--- src/rtl/bacs_pkg.sv ---
package bacs_pkg;

    // Stream payload widths
    localparam int IN_DATA_W   = 128;
    localparam int OUT_DATA_W  = 168;
    localparam int CNT_OUT_W   = 32;
    localparam int RATIO_OUT_W = 17;
    localparam int OUT_PAD_W   = OUT_DATA_W - 4 * CNT_OUT_W - 2 * RATIO_OUT_W;

    // Configuration port
    localparam int CFG_ADDR_W = 2;
    localparam int CFG_DATA_W = 16;

    localparam logic [CFG_ADDR_W-1:0] REG_BLOCK_FORMAT    = 2'd0;
    localparam logic [CFG_ADDR_W-1:0] REG_CLEAR_THRESHOLD = 2'd1;
    localparam logic [CFG_ADDR_W-1:0] REG_BLACK_LIMIT     = 2'd2;

    // Block formats
    localparam logic FMT_BC2 = 1'b0;
    localparam logic FMT_BC1 = 1'b1;

    // Reset values of the registers
    localparam logic [4:0]  CLEAR_THRESHOLD_RST = 5'd8;
    localparam logic [15:0] BLACK_LIMIT_RST     = 16'h1082;

    localparam int TEXELS_PER_BLOCK = 16;

    // Count index-3 texels of an 8-byte block; only when c0 <= c1
    function automatic logic [4:0] count_bc1_zeros(input logic [63:0] blk);
        logic [4:0] n;
        n = '0;
        if (blk[15:0] <= blk[31:16])
        begin
            for (int i = 0; i < 16; i++)
            begin
                n = n + 5'(blk[32 + 2 * i +: 2] == 2'h3);
            end
        end
        return n;
    endfunction

    // Count zero alpha nibbles of a 16-byte block
    function automatic logic [4:0] count_bc2_zeros(input logic [63:0] alpha);
        logic [4:0] n;
        n = '0;
        for (int i = 0; i < 16; i++)
        begin
            n = n + 5'(alpha[4 * i +: 4] == 4'h0);
        end
        return n;
    endfunction

endpackage

--- src/rtl/block_alpha_coverage_stats.sv ---
// Alpha coverage statistics over a stream of BC1 / BC2 compressed 4x4 blocks.
//
// Input channel s_*: one block per item. s_tdata[63:0] is the first word
// (alpha nibbles, or the whole block in 8-byte mode), s_tdata[127:64] the
// colour half, s_tlast marks the final block of a texture.
// Output channel m_*: one item per input block with the running counts; on the
// final block m_tlast is high and the two Q1.RATIO_BITS ratios are filled in.
// Configuration: cfg_we/cfg_addr/cfg_wdata write block_format (0),
// clear_threshold (1) and black_limit (2); write only while the block is idle.
//
// A non-final block is registered into the output register on acceptance and
// shows its result in the next cycle; one block per cycle is sustained while
// the receiver keeps up. A final block runs two restoring divisions on one
// shared subtract/compare unit: a setup step plus RATIO_BITS shift-subtract
// steps each, with the steps skipped when a divisor is zero or a ratio is one;
// s_tready stays low meanwhile.
// Reset clears all counters and restores the register defaults. When the
// receiver stalls, the result stays in the output register and s_tready drops
// until it is taken.
module block_alpha_coverage_stats #(
    parameter int COUNT_WIDTH = 32,
    parameter int RATIO_BITS  = 16
) (
    input  logic                               clk,
    input  logic                               rst_n,
    input  logic                               s_tvalid,
    output logic                               s_tready,
    // fields from bit 0: block_word_a[63:0], block_word_b[127:64]
    input  logic [bacs_pkg::IN_DATA_W-1:0]     s_tdata,
    input  logic                               s_tlast,   // last_block
    output logic                               m_tvalid,
    input  logic                               m_tready,
    // fields from bit 0: zero_texels[31:0], total_texels[63:32],
    // clear_blocks[95:64], black_blocks[127:96], alpha_zero_ratio[144:128],
    // black_ratio[161:145], zero pad[167:162]
    output logic [bacs_pkg::OUT_DATA_W-1:0]    m_tdata,
    output logic                               m_tlast,   // ratio_valid
    input  logic                               cfg_we,
    input  logic [bacs_pkg::CFG_ADDR_W-1:0]    cfg_addr,
    input  logic [bacs_pkg::CFG_DATA_W-1:0]    cfg_wdata
);

    localparam int CW       = COUNT_WIDTH;
    localparam int RB       = RATIO_BITS;
    localparam int StepW    = $clog2(RATIO_BITS);
    localparam int CntOutW  = bacs_pkg::CNT_OUT_W;
    localparam int RatOutW  = bacs_pkg::RATIO_OUT_W;
    localparam int PadW     = bacs_pkg::OUT_PAD_W;

    typedef enum logic [1:0] {
        S_IDLE,
        S_PREP,
        S_DIV
    } state_t;

    // Control registers
    state_t             state_reg, state_next;
    logic               phase_reg, phase_next;
    logic [StepW-1:0]   step_reg, step_next;
    logic [CW-1:0]      zero_cnt_reg, zero_cnt_next;
    logic [CW-1:0]      texel_cnt_reg, texel_cnt_next;
    logic [CW-1:0]      clear_cnt_reg, clear_cnt_next;
    logic [CW-1:0]      black_cnt_reg, black_cnt_next;
    logic               fmt_reg, fmt_next;
    logic [4:0]         clear_thr_reg, clear_thr_next;
    logic [15:0]        black_lim_reg, black_lim_next;
    logic               m_tvalid_reg, m_tvalid_next;

    // Payload registers
    logic [CW-1:0]      num0_reg, num0_next;
    logic [CW-1:0]      den0_reg, den0_next;
    logic [CW-1:0]      num1_reg, num1_next;
    logic [CW-1:0]      den1_reg, den1_next;
    logic [CW-1:0]      rem_reg, rem_next;
    logic [RB-1:0]      quo_reg, quo_next;
    logic [RB:0]        ratio0_reg, ratio0_next;
    logic [bacs_pkg::OUT_DATA_W-1:0] m_tdata_reg, m_tdata_next;
    logic               m_tlast_reg, m_tlast_next;

    // Block classification
    logic [63:0]        word_a;
    logic [63:0]        word_b;
    logic [4:0]         zeros;
    logic               is_clear;
    logic               is_black;
    logic [CW:0]        zero_sum, texel_sum, clear_sum, black_sum;
    logic [CW-1:0]      zero_new, texel_new, clear_new, black_new;

    // Shared subtract/compare unit
    logic [CW-1:0]      num_sel;
    logic [CW-1:0]      den_sel;
    logic [CW:0]        sub_a;
    logic [CW+1:0]      diff;
    logic               ge;
    logic               den_zero;

    logic               s_fire;
    logic               finish;
    logic [RB:0]        q_final;

    assign word_a = s_tdata[63:0];
    assign word_b = s_tdata[127:64];

    assign zeros = (fmt_reg == bacs_pkg::FMT_BC1) ? bacs_pkg::count_bc1_zeros(word_a)
                                                  : bacs_pkg::count_bc2_zeros(word_a);
    assign is_clear = (fmt_reg == bacs_pkg::FMT_BC2) && (zeros >= clear_thr_reg);
    assign is_black = is_clear && (word_b[15:0] < black_lim_reg)
                               && (word_b[31:16] < black_lim_reg);

    // Saturating counter updates
    assign zero_sum  = {1'b0, zero_cnt_reg}  + (CW+1)'(zeros);
    assign texel_sum = {1'b0, texel_cnt_reg} + (CW+1)'(bacs_pkg::TEXELS_PER_BLOCK);
    assign clear_sum = {1'b0, clear_cnt_reg} + (CW+1)'(is_clear);
    assign black_sum = {1'b0, black_cnt_reg} + (CW+1)'(is_black);
    assign zero_new  = zero_sum[CW]  ? '1 : zero_sum[CW-1:0];
    assign texel_new = texel_sum[CW] ? '1 : texel_sum[CW-1:0];
    assign clear_new = clear_sum[CW] ? '1 : clear_sum[CW-1:0];
    assign black_new = black_sum[CW] ? '1 : black_sum[CW-1:0];

    // Divider: setup compares num with den, each step compares 2r with den
    assign num_sel  = phase_reg ? num1_reg : num0_reg;
    assign den_sel  = phase_reg ? den1_reg : den0_reg;
    assign den_zero = (den_sel == '0);
    assign sub_a    = (state_reg == S_PREP) ? {1'b0, num_sel} : {rem_reg, 1'b0};
    assign diff     = {1'b0, sub_a} - {2'b00, den_sel};
    assign ge       = !diff[CW+1];

    assign s_tready = (state_reg == S_IDLE) && (!m_tvalid_reg || m_tready);
    assign s_fire   = s_tvalid && s_tready;

    always_comb
    begin
        state_next     = state_reg;
        phase_next     = phase_reg;
        step_next      = step_reg;
        zero_cnt_next  = zero_cnt_reg;
        texel_cnt_next = texel_cnt_reg;
        clear_cnt_next = clear_cnt_reg;
        black_cnt_next = black_cnt_reg;
        fmt_next       = fmt_reg;
        clear_thr_next = clear_thr_reg;
        black_lim_next = black_lim_reg;
        m_tvalid_next  = m_tvalid_reg;
        num0_next      = num0_reg;
        den0_next      = den0_reg;
        num1_next      = num1_reg;
        den1_next      = den1_reg;
        rem_next       = rem_reg;
        quo_next       = quo_reg;
        ratio0_next    = ratio0_reg;
        m_tdata_next   = m_tdata_reg;
        m_tlast_next   = m_tlast_reg;
        finish         = 1'b0;
        q_final        = '0;

        // Drop the result once the receiver takes it
        if (m_tvalid_reg && m_tready)
        begin
            m_tvalid_next = 1'b0;
        end

        if (cfg_we)
        begin
            case (cfg_addr)
                bacs_pkg::REG_BLOCK_FORMAT:    fmt_next       = cfg_wdata[0];
                bacs_pkg::REG_CLEAR_THRESHOLD: clear_thr_next = cfg_wdata[4:0];
                bacs_pkg::REG_BLACK_LIMIT:     black_lim_next = cfg_wdata[15:0];
                default:                       ;
            endcase
        end

        case (state_reg)
            S_IDLE:
            begin
                if (s_fire)
                begin
                    if (s_tlast)
                    begin
                        // Hold the final counts as divider operands, restart counting
                        num0_next      = zero_new;
                        den0_next      = texel_new;
                        num1_next      = black_new;
                        den1_next      = clear_new;
                        zero_cnt_next  = '0;
                        texel_cnt_next = '0;
                        clear_cnt_next = '0;
                        black_cnt_next = '0;
                        phase_next     = 1'b0;
                        state_next     = S_PREP;
                    end
                    else
                    begin
                        zero_cnt_next  = zero_new;
                        texel_cnt_next = texel_new;
                        clear_cnt_next = clear_new;
                        black_cnt_next = black_new;
                        m_tvalid_next  = 1'b1;
                        m_tlast_next   = 1'b0;
                        m_tdata_next   = {{PadW{1'b0}}, {RatOutW{1'b0}}, {RatOutW{1'b0}},
                                          CntOutW'(black_new), CntOutW'(clear_new),
                                          CntOutW'(texel_new), CntOutW'(zero_new)};
                    end
                end
            end
            S_PREP:
            begin
                if (den_zero)
                begin
                    finish  = 1'b1;
                    q_final = '0;
                end
                else if (ge)
                begin
                    // Ratio of one or more: exactly one
                    finish  = 1'b1;
                    q_final = {1'b1, {RB{1'b0}}};
                end
                else
                begin
                    rem_next   = sub_a[CW-1:0];
                    quo_next   = '0;
                    step_next  = '0;
                    state_next = S_DIV;
                end
            end
            S_DIV:
            begin
                rem_next  = ge ? diff[CW-1:0] : sub_a[CW-1:0];
                quo_next  = {quo_reg[RB-2:0], ge};
                step_next = step_reg + StepW'(1);
                if (step_reg == StepW'(RB - 1))
                begin
                    finish  = 1'b1;
                    q_final = {1'b0, quo_reg[RB-2:0], ge};
                end
            end
            default:
            begin
                state_next = S_IDLE;
            end
        endcase

        if (finish)
        begin
            if (!phase_reg)
            begin
                ratio0_next = q_final;
                phase_next  = 1'b1;
                state_next  = S_PREP;
            end
            else
            begin
                m_tvalid_next = 1'b1;
                m_tlast_next  = 1'b1;
                m_tdata_next  = {{PadW{1'b0}}, RatOutW'(q_final), RatOutW'(ratio0_reg),
                                 CntOutW'(num1_reg), CntOutW'(den1_reg),
                                 CntOutW'(den0_reg), CntOutW'(num0_reg)};
                state_next    = S_IDLE;
            end
        end
    end

    always_ff @(posedge clk or negedge rst_n)
    begin
        if (!rst_n)
        begin
            state_reg     <= S_IDLE;
            phase_reg     <= 1'b0;
            step_reg      <= '0;
            zero_cnt_reg  <= '0;
            texel_cnt_reg <= '0;
            clear_cnt_reg <= '0;
            black_cnt_reg <= '0;
            fmt_reg       <= bacs_pkg::FMT_BC2;
            clear_thr_reg <= bacs_pkg::CLEAR_THRESHOLD_RST;
            black_lim_reg <= bacs_pkg::BLACK_LIMIT_RST;
            m_tvalid_reg  <= 1'b0;
        end
        else
        begin
            state_reg     <= state_next;
            phase_reg     <= phase_next;
            step_reg      <= step_next;
            zero_cnt_reg  <= zero_cnt_next;
            texel_cnt_reg <= texel_cnt_next;
            clear_cnt_reg <= clear_cnt_next;
            black_cnt_reg <= black_cnt_next;
            fmt_reg       <= fmt_next;
            clear_thr_reg <= clear_thr_next;
            black_lim_reg <= black_lim_next;
            m_tvalid_reg  <= m_tvalid_next;
        end
    end

    always_ff @(posedge clk)
    begin
        num0_reg    <= num0_next;
        den0_reg    <= den0_next;
        num1_reg    <= num1_next;
        den1_reg    <= den1_next;
        rem_reg     <= rem_next;
        quo_reg     <= quo_next;
        ratio0_reg  <= ratio0_next;
        m_tdata_reg <= m_tdata_next;
        m_tlast_reg <= m_tlast_next;
    end

    assign m_tvalid = m_tvalid_reg;
    assign m_tdata  = m_tdata_reg;
    assign m_tlast  = m_tlast_reg;

endmodule

--- config.mk ---
export PLATFORM = sky130hd
export DESIGN_NAME = block_alpha_coverage_stats
export DESIGN_NICKNAME = d
export VERILOG_FILES = /design/src/rtl/bacs_pkg.sv /design/src/rtl/block_alpha_coverage_stats.sv
export SDC_FILE = /design/constraint.sdc
export NUM_CORES = 1
export LEC_CHECK = 0
export ABC_AREA = 1
export BUFFER_PORTS_ARGS = -buffer_cell sky130_fd_sc_hd__buf_2
export CORE_AREA = 4 4 352 354
export DETAILED_ROUTE_END_ITERATION = 10
export DIE_AREA = 0 0 356 358
export HOLD_SLACK_MARGIN = 0.12
export PLACE_DENSITY_LB_ADDON = 0.1
export SLEW_MARGIN = 20
export SYNTH_ARGS = -nofsm -noshare
export SYNTH_HDL_FRONTEND = slang
export SYNTH_SLANG_ARGS = --single-unit
--- constraint.sdc ---
create_clock -name clk -period 20.3 [get_ports clk]
set_input_delay 5.075 -clock clk [delete_from_list [all_inputs] [get_ports clk]]
set_output_delay 5.075 -clock clk [all_outputs]
set_load 0.005 [all_outputs]
======== After elaboration in Yosys (flattened, before gate mapping) ========
Cells that the tools add are included.
storage, ports and cells
  flip-flop bits (word level) ............. 519
  bits in latches ......................... 0
  RAM bits ................................ 0
  bits in read-only memories .............. 0
  input port bits ......................... 152
  output and inout port bits .............. 171
  logic and storage cells ................. 186
  memories ................................ 0
operators by class
  $add $sub $neg .......................... 36
  multipliers ............................. 0
  div/mod/pow operators ................... 0
  $lt $le $gt $ge ......................... 4
  equal/unequal tests ..................... 28
  shifts and indexed selects .............. 0
  muxes and demuxes ....................... 59
  bitwise logic cells ..................... 2
  reduce and logical (&&, ||, !) cells .... 37
operators by type and width
  cell                     number
  $mux W168                5
  $mux W32                 13
  $add A5 B1 Y5            22
  $add A32 B1 Y33          2
  $logic_not A4 Y1         16
  $pmux W32 S2             1
  $eq A2 B2 Y1 const B     18
  $mux W17                 2
  $pmux W17 S2             1
  $sub A33 B32 Y34         1
  $add A32 B5 Y33          1
  $add A32 B5 Y33 const B  1
  $mux W33                 1
  $logic_not A32 Y1        1
  $lt A16 B16 Y1           2
  $mux W15                 2
  $pmux W15 S2             1
  $mux W1                  20
  $le A16 B16 Y1           1
  $mux W16                 1
  $ne A3 B3 Y1 const B     4
  $add A4 B1 Y5            2
  $mux W2                  5
  $mux W5                  2
  other kinds (21)         41

======== Longest topological paths before layout ========
Gate-level depths: netlist of the first run.
  depth in word-level cells ............... 29
  gate-level depth with buffers ........... 37
  mapped depth without buffers ............ 37

======== Worst setup path after synthesis of the first run ========
No wires, ideal clock.
  path kind ............................... input-to-reg
  start ................................... in m_tready
  end ..................................... reg state_reg[0]
  library setup time ...................... 125 ps
  arrival time ............................ 11490 ps
  data required time ...................... 20175 ps
  setup slack ............................. 8685 ps
  cell stages on the path ................. 10
  path buffers ............................ 1
  cells stage by stage .................... nor2_1 > nor2_1 > nand2_1 > clkbuf_1 > nor2_1 > nor2_1 > nor2_1 > a21oi_1 > nand2_1 > nand3_1
on the way
  longest elaborated chain between the ends .. 5
ends and longest elaborated chain
  element                      RTL line                           RTL
  from (decl)                  block_alpha_coverage_stats.sv:32   input logic m_tready,
  $logic_or A1 B1 Y1           block_alpha_coverage_stats.sv:128  assign s_tready = (state_reg == S_IDLE) && (!m_tvalid_reg || m_tready);
  $logic_and A1 B1 Y1          block_alpha_coverage_stats.sv:128
  named net s_tready           block_alpha_coverage_stats.sv:27   output logic s_tready,
  $logic_and A1 B1 Y1          block_alpha_coverage_stats.sv:129  assign s_fire = s_tvalid && s_tready;
  $ne A3 B3 Y1 (no line)       -
  $reduce_and A5 Y1 (no line)  -
  to (signal assigned)         block_alpha_coverage_stats.sv:281  state_reg <= state_next;
  to (decl)                    block_alpha_coverage_stats.sv:57   state_t state_reg, state_next;
The timed path passes the listed nets, and every way through them passes these cells.
A chain may end at the register's enable or synchronous reset.

======== Worst setup path after layout of the first run ========
  start ................................... in s_tdata[0] (netlist bit)
  end ..................................... reg m_tdata_reg, in the netlist m_tdata[113]
on the way
  longest elaborated chain between the ends .. 28
  elaborated cells between the ends (all ways) .. 30
  classes of those cells .................. add/sub: 16; order compare: 2; mux: 8; reduce/logical: 4
ends and longest elaborated chain
  element                          RTL line                           RTL
  from (decl)                      block_alpha_coverage_stats.sv:29   input logic [bacs_pkg::IN_DATA_W-1:0] s_tdata,
  $logic_not A4 Y1                 bacs_pkg.sv:48                     n = n + 5'(alpha[4 * i +: 4] == 4'h0);
  $add A1 B1 Y2                    bacs_pkg.sv:48
  $add A2 B1 Y3                    bacs_pkg.sv:48
  $add A3 B1 Y4                    bacs_pkg.sv:48
  $add A4 B1 Y5                    bacs_pkg.sv:48
  $add A5 B1 Y5 (11 in series)     bacs_pkg.sv:48
  $mux W5 (*)                      block_alpha_coverage_stats.sv:104  assign zeros = (fmt_reg == bacs_pkg::FMT_BC1) ? bacs_pkg::count_bc1_zeros(word_a)
  $ge A5 B5 Y1 (*)                 block_alpha_coverage_stats.sv:106  assign is_clear = (fmt_reg == bacs_pkg::FMT_BC2) && (zeros >= clear_thr_reg);
  (+4 left out)                    -
  $mux W32 (*)                     block_alpha_coverage_stats.sv:118  assign black_new = black_sum[CW] ? '1 : black_sum[CW-1:0];
  named net black_new[17]          block_alpha_coverage_stats.sv:87   logic [CW-1:0] zero_new, texel_new, clear_new, black_new;
  $mux W168 (*)                    block_alpha_coverage_stats.sv:177  if (s_tlast)
  $mux W168 (*)                    block_alpha_coverage_stats.sv:175  if (s_fire)
  $mux W168 (*)                    block_alpha_coverage_stats.sv:172  case (state_reg)
  $mux W168                        block_alpha_coverage_stats.sv:245  if (!phase_reg)
  $mux W168 (*)                    block_alpha_coverage_stats.sv:243  if (finish)
  named net m_tdata_next, one bit  block_alpha_coverage_stats.sv:77   logic [bacs_pkg::OUT_DATA_W-1:0] m_tdata_reg, m_tdata_next;
  to (signal assigned)             block_alpha_coverage_stats.sv:304  m_tdata_reg <= m_tdata_next;
  to (decl)                        block_alpha_coverage_stats.sv:77
Mark *: on every way through the listed nets, which the timed path passes. The rest lies on a longest branch.

==> results.md, run 1 <==
- The first routing iteration left about 1800 violations.
- The critical path is of the in2reg type.
- Timing would allow up to around 80 MHz.
- The maximum resistive drop on vdd is a little over 0.00008 V.
- The power per standard cell area is 141 mW/mm2.
- For this run, the total global-route usage over all layers was measured as 0.177.
- The worst register-to-register path has a setup slack of 13320 ps.
- The critical path endpoint category is a flop.
- Setup repair after global routing left no endpoint under its margin.
- In this run the tool buffered the top-level ports with slightly below 300 buffer cells.
- In the final layout, flip-flops and latches occupy between 0.01 and 0.015 mm2.
- At the pin with the least slew margin, the transition time is 997 ps.
- The fraction of registers with async set or reset after synthesis is 0.304.
- The number of flip-flops in the largest register is 168.
- The peak per-stage delay on the critical path is between 500 and 600 ps.
- The die is 358 um tall.
- The tree is rooted in a sky130_fd_sc_hd__clkbuf_16.
- A synthesized cell averages around 7.3 um2.
- The sequential share of the synthesized area is 0.437.
- For this run the aggregate overflow at the end of global routing stands at 0.
- Using the TritonRoute via totals, the vias-per-cell ratio works out to between 4 and 5.
- The clock-pin transition on the worst setup and hold timing paths is about 50 ps.
- Once detail routing completed, the nets flagged for antenna violations numbered 0.
- The clock sink count is a little over 500.
- The area of all placed cells without fillers is approximately 0.035 mm2.
- The worst pin sits at a relative slew slack of 0.336.
- In the final layout, the share of cells above drive strength 1 is 0.103.
- The worst reg2reg path depth is 16.
- The net count of the finished layout is 4614.
- The maximum fanout along the worst path is 19.
- In this run, synthesis produced a sequential element count of between 500 and 600.
- The most common library cell in the layout ignoring fill and taps is sky130_fd_sc_hd__nand2_1.
- The synthesized netlist net count is 4387.
- Among all flip-flop cells after synthesis, the most frequent one is sky130_fd_sc_hd__edfxtp_1.
- In this run the critical register-to-register path is captured at m_tdata[5].
- Setup violations remaining at the end of the flow were counted as 0.
- Buffers inserted during clock tree synthesis total 68.
- Max-cap violations in this run came to 0.
- The area growth from synthesis to layout is 17.0%.
- The critical path data arrival time is between 10000 and 15000 ps.
- The number of hold violations in the final report is 0.
- The first-pass GRT wire length is between 150000 and 200000 um.
- The slowest cell on the critical path is sky130_fd_sc_hd__nor2_1.
- The largest net degree at the start of global routing is around 120.
- Once the clock tree was built, the setup fixing pass inserted 0 buffers.
- The post-synthesis instance area is between 0.03 and 0.04 mm2.
- Gates resized during post-CTS repair numbered 0.
- The largest total area in the synthesized netlist belongs to sky130_fd_sc_hd__nand2_1.
- approximately 320 I/O pins were placed.
- The floorplan core area is around 0.12 mm2.
- The analysis attributes to cell leakage a power of approximately 16 nW.
- TritonCTS built the clock tree.
- The origin of the critical flop-to-flop path is phase_reg.
- In this run the most critical hold path is launched from m_tdata[167].
- The cell repeated most along the worst path is sky130_fd_sc_hd__nand2_1.
- The number of filler cells placed in the layout is ~13000.
- The final number of max-transition violations is 0.
- The area fraction of the dominant cell type after synthesis is 0.193.
- The wire length per cell after detailed routing is 19.1 um.
- Counting along the longest clock path gives a buffer depth of 3.
- In the final layout, the multi-input gates occupy 0.0146 mm2.
- The synthesized design contains about 190 enable-type register cells.
- After routing, the total negative slack on setup checks comes to 0 ps.
- For hold timing, the worst endpoint is m_tdata[167].
- The number of hold buffers added after cts is 0.
- The library cells used most frequently in the layout, excluding fill and tap cells, are sky130_fd_sc_hd__nand2_1, sky130_fd_sc_hd__inv_1, sky130_fd_sc_hd__o21ai_0.
- Ranked by total cell area, the synthesized netlist is headed by sky130_fd_sc_hd__nand2_1, sky130_fd_sc_hd__edfxtp_1, sky130_fd_sc_hd__dfrtp_1.
- The yosys synthesis warning count is 0.
- The later pin in the worst-skew pair is clocked with a latency of approximately 630 ps.
- Clock skew on the completed layout was measured at around 37 ps.
- The path class of the tightest hold or removal check is reg2reg.
- The flow ran to the end, and the final reports show no timing, DRC or antenna violations.
- The number of antenna violations at the first check in global routing is 8.
- The minimum clock period after layout is 12410 ps.
- The H-tree depth is 3.
- The wire length reported by the detailed router is 115000 um.
- The element type at the critical path start is an input pin.
- The post-detailed-route DRC marker count is 0.
- The required time of the critical path is 20870 ps.
- Dividing the final minimum period by the clock period gives 0.611.
- From left edge to right edge, the die measures 356 um.
- At the end of routability-driven placement, the weighted congestion stood at between 0.8 and 0.9.
- The length of the first detailed-routing pass in iterations is 5.
- The number of cells on the worst hold path is 2.
- The die covers between 0.1 and 0.15 mm2.
- The HPWL reported at the end of detailed placement is between 80000 and 90000 um.
- The cell count after synthesis came out at about 4100.
- The count of unique library cells instantiated by Yosys is 45.
- For this configuration, the core starts out at a cell density of 0.248.
- The via count is 27300.
- Once placement finished, the instance area stood at around 0.033 mm2.
- The number of global-route vias before repair is 26900.
- The site row count is ~130.
## area by class of cell
cell class,instances,share of cell area
flip-flops and latches,519,0.373
diodes,2,0.000142
multi-input cells,2997,0.415
clock buffers,99,0.0558
clock inverters,23,0.00474
well taps,1625,0.0579
repair buffers,313,0.0471
inverters,431,0.0465
## stage by stage
step / utilization / std cells / setup slack, ps / hold WS [ps] / total power (W)
4_1_cts: 0.290 / 6007 / 7820 / 440 / 0.00507
3_3_place_gp: 0.273 / 5885 / 7180 / 428 / 0.00384
2_1_floorplan: - / 4103 / 8690 / 441 / 0.00303
6_report: 0.290 / 6009 / 7890 / 438 / 0.00497
3_5_place_dp: 0.273 / 5885 / 7170 / 431 / 0.00384
5_1_grt: 0.290 / 6008 / 7420 / 460 / 0.00539
## how the worst max path moves through the flow
stage                      from           end  slack (ps)  cells past startpoint
floorplan              m_tready  state_reg[0]        8690                     10
global placement    s_tdata[45]   m_tdata[97]        7180                     35
detailed placement  s_tdata[45]  m_tdata[101]        7170                     34
CTS                 s_tdata[45]  m_tdata[113]        7820                     35
global route         s_tdata[0]  m_tdata[113]        7420                     36
finish               s_tdata[0]  m_tdata[113]        7890                     35
## metal layers
layer  up-vias  global-route usage  wire (um)
met5         -                   0         28
met4         6              0.0373       2210
met3       114              0.0375       6290
met2       596               0.285      51300
met1     12800               0.246      54800
li1      13800                   -          -
## logic make-up after synthesis
logic type               Yosys count  share of synthesized area
XOR/XNOR                          49                     0.0143
AO/OA/AOI/OAI                    592                      0.107
flip-flops                       519                      0.437
AND/OR/NAND/NOR                 2202                      0.296
adder cells (fa/ha/maj)          132                     0.0605
buffers and inverters            587                     0.0791
multiplexers                      22                    0.00734
## worst max-delay path, delay by kind of cell
kind                     cells  cell delay, ps
adder cells (fa/ha/maj)      9            3400
AO/OA/AOI/OAI                4             370
AND/OR/NAND/NOR             17            3360
buffers and inverters        5             790
## cells in the mapped netlist (4+ instances only)
library cell                  n
sky130_fd_sc_hd__a31oi_1     22
sky130_fd_sc_hd__xnor2_1     17
sky130_fd_sc_hd__dfstp_2      4
sky130_fd_sc_hd__buf_6       14
sky130_fd_sc_hd__dfxtp_1    169
sky130_fd_sc_hd__ha_1       110
sky130_fd_sc_hd__or2_2       16
sky130_fd_sc_hd__o211ai_1     6
sky130_fd_sc_hd__nor2_1     279
sky130_fd_sc_hd__nand4_1     47
sky130_fd_sc_hd__xor2_1      32
sky130_fd_sc_hd__nor3_1      54
sky130_fd_sc_hd__inv_1      427
sky130_fd_sc_hd__o21bai_1     9
sky130_fd_sc_hd__o21a_1      12
sky130_fd_sc_hd__edfxtp_1   192
sky130_fd_sc_hd__buf_1       17
sky130_fd_sc_hd__buf_4       11
sky130_fd_sc_hd__buf_2       20
sky130_fd_sc_hd__and2_1       5
sky130_fd_sc_hd__dfrtp_1    154
sky130_fd_sc_hd__nor4_1      13
sky130_fd_sc_hd__nand3_1    235
sky130_fd_sc_hd__o21ai_1     90
sky130_fd_sc_hd__clkbuf_1    94
sky130_fd_sc_hd__mux2i_1     22
sky130_fd_sc_hd__a21o_1       7
sky130_fd_sc_hd__a21boi_0    23
sky130_fd_sc_hd__a21oi_1    104
sky130_fd_sc_hd__nand2_1   1541
sky130_fd_sc_hd__o21ai_0    300
sky130_fd_sc_hd__fa_1        22
sky130_fd_sc_hd__o21ai_2     14
## power breakdown
group	switching (W)	internal [W]
clock	0.000495	0.000695
sequential	0.000145	0.00137
combinational	0.00156	0.000701
No activity file was read; power rests on OpenSTA's default activity.
==> inputs of run 2 (changes only) <==
- clock period: 20.3 -> 12.4 ns (I/O delays scaled with it)
==> results.md, run 2 (synthesis results as in run 1) <==
- The flow ran to the end, and the final reports show no timing, DRC or antenna violations.
- The TritonCTS clock tree is yes.
- For this run, the detailed router's first-pass iteration total came to 6.
- Setup repair after global routing left no endpoint under its margin.
- Derived from the worst setup path, the maximum achievable clock frequency is around 98 MHz.
- The HPWL reported at the end of detailed placement is about 84000 um.
- The final number of max-transition violations is 0.
- The critical path data arrival time is 10770 ps.
- The total I/O pin count is about 320.
- The element type at the critical path start is an input pin.
- The final cell count without fillers is 6015.
- Across the run, the number of max-cap violations was 0.
- The peak per-stage delay on the critical path is around 580 ps.
- The H-tree depth is 3.
- The longest clock path from root to sink contains 3 buffers.
- The initial DRC count is 1806.
- The register with the most flip-flops in the layout has 168 of them.
- Entering global routing, the biggest net connects 143 pins.
- Wires add up to between 100000 and 150000 um.
- For this design the static power due to leakage is about 16 nW.
- The share of the cycle needed by the critical path after routing is 0.825.
- Dividing the detail-routed wire length by the instance count gives approximately 19 um.
- The clock latency at the later pin of the worst-skew pair is 630 ps.
- The detail route stage leaves a number of antenna-violating nets equal to 0.
- The root buffer cell chosen for the clock tree is sky130_fd_sc_hd__clkbuf_16.
- The clock-pin transition on the worst setup and hold timing paths is around 50 ps.
- The total congestion overflow after global routing is 0.
- The minimum setup slack among reg-to-reg paths is between 6000 and 7000 ps.
- STA puts the critical path data required time at approximately 13000 ps.
- For the pin with the worst max-slew slack, the measured transition is 1030 ps.
- After floorplanning, the core was sized to cover roughly 0.12 mm2.
- The net count of the finished layout is 4616.
- The clock sink count is 519.
- Dividing the detail-routed via count by the number of cells gives approximately 4.5.
- The congestion estimate from routability-driven global placement came to 0.859.
- The number of hold violations in the final report is 0.
- The placed instance count is 5886.
- Setup violations remaining at the end of the flow were counted as 0.
- The maximum resistive drop on vdd is roughly 0.00013 V.
- The most common library cell in the layout ignoring fill and taps is sky130_fd_sc_hd__nand2_1.
- The setup total negative slack is 0 ps.
- The relative slew slack is 0.314.
- In this run the vertical extent of the chip is approximately 360 um.
- The overall routing resource usage is 0.176.
- The first-pass GRT wire length is 171000 um.
- The slowest cell on the critical path is sky130_fd_sc_hd__nor2_1.
- Between clock sinks in the finished design, the worst skew comes to around 34 ps.
- The die footprint is ~0.13 mm2.
- Post-CTS timing repair inserted 0 buffers for setup.
- The number of global-route vias before repair is ~27000.
- The class of the most critical setup path is in2reg.
- The number of clock buffers added by TritonCTS is 69.
- The cell repeated most along the worst path is sky130_fd_sc_hd__fa_1.
- In this run the worst hold path is classified as reg2reg.
- The area added between synthesis and finish is 17.3%.
- The final standard cell utilization of the core is 0.291.
- The post-cts resize count is 0.
- The via count is about 27000.
- The starting density of the core is 0.248.
- Measured along the x axis, the die boundary spans between 300 and 400 um.
- The share of layout cells above drive strength 1 is 0.105.
- Leaving out fill and tap cells, the most frequent cells in the layout are sky130_fd_sc_hd__nand2_1, sky130_fd_sc_hd__inv_1, sky130_fd_sc_hd__o21ai_0.
- The smallest clock period supported by the final layout is computed as 10230 ps.
- The post-detailed-route DRC marker count is 0.
- The number of hold buffers added after CTS was 0.
- The count of input and output buffers is 290.
- Of all nets on the critical path, the largest fanout is 18.
- After floorplanning, the core was divided into 128 placement rows.
- The power per standard cell area is approximately 230 mW/mm2.
- The number of antenna violations at the first check in global routing is 7.
- The worst setup path is captured at a flop.
[run 2: cell types whose count changed in the layout (fill, tap and decap cells not counted), sizes merged]
cell and delta:
buf +1, bufinv -1, diode -1, clkinv +1, clkbuf +3, clkinvlp +1
inv +2
[run 2: routing by layer]
| metal | GRT usage | vias up | wire length, um |
|---|---|---|---|
| met5 | 0 | - | 69 |
| met4 | 0.0404 | 10 | 2420 |
| met3 | 0.0379 | 124 | 6120 |
| met2 | 0.285 | 560 | 50900 |
| met1 | 0.242 | 12700 | 54600 |
| li1 | - | 13800 | - |
[run 2: where the power goes]
group / switching, W / internal, W / total, W
clock network: 0.000823 / 0.00115 / 0.00197
logic: 0.00254 / 0.00115 / 0.00369
registers: 0.000257 / 0.00224 / 0.00250
[run 2: critical path: cells and delay by family]
family | cells | cell delay, ps
AOI/OAI and AO/OA | 6 | 720
adders and majority gates | 9 | 3370
buffers and inverters | 5 | 730
and+or+nand+nor | 12 | 2830
[run 2: layout make-up]
| class | instances | area [um2] |
|---|---|---|
| fill | 13400 | 85900 |
| multi-input combinational | 2997 | 14600 |
| sequential | 519 | 13100 |
| tap | 1625 | 2030 |
| clock buffer | 102 | 2020 |
| timing repair buffer | 314 | 1680 |
| inverter | 431 | 1630 |
| clock inverter | 26 | 181 |
| antenna | 1 | 2.50 |
[run 2: worst paths after layout]
check / endpoint / startpoint / depth (start not counted)
max in group asynchronous: black_cnt_reg[22] / rst_n / 2
hold / removal: m_tdata[163] / m_tdata[163] / 2
hold reg to reg: m_tdata[163] / m_tdata[163] / 2
min in group asynchronous: clear_cnt_reg[27] / rst_n / 1
setup reg to reg: m_tdata[5] / phase_reg / 15
setup / recovery: m_tdata[122] / s_tdata[37] / 32
[run 2: through the flow]
stage	hold slack (ps)	setup WS, ps	power [W]	area, um2
final	437	2170	0.00816	35200
after detailed placement	431	1370	0.00629	33000
after global placement	428	1390	0.00630	33000
after global routing	460	1440	0.00883	35200
after CTS	439	2060	0.00833	35200
after floorplan	441	2760	0.00496	30000
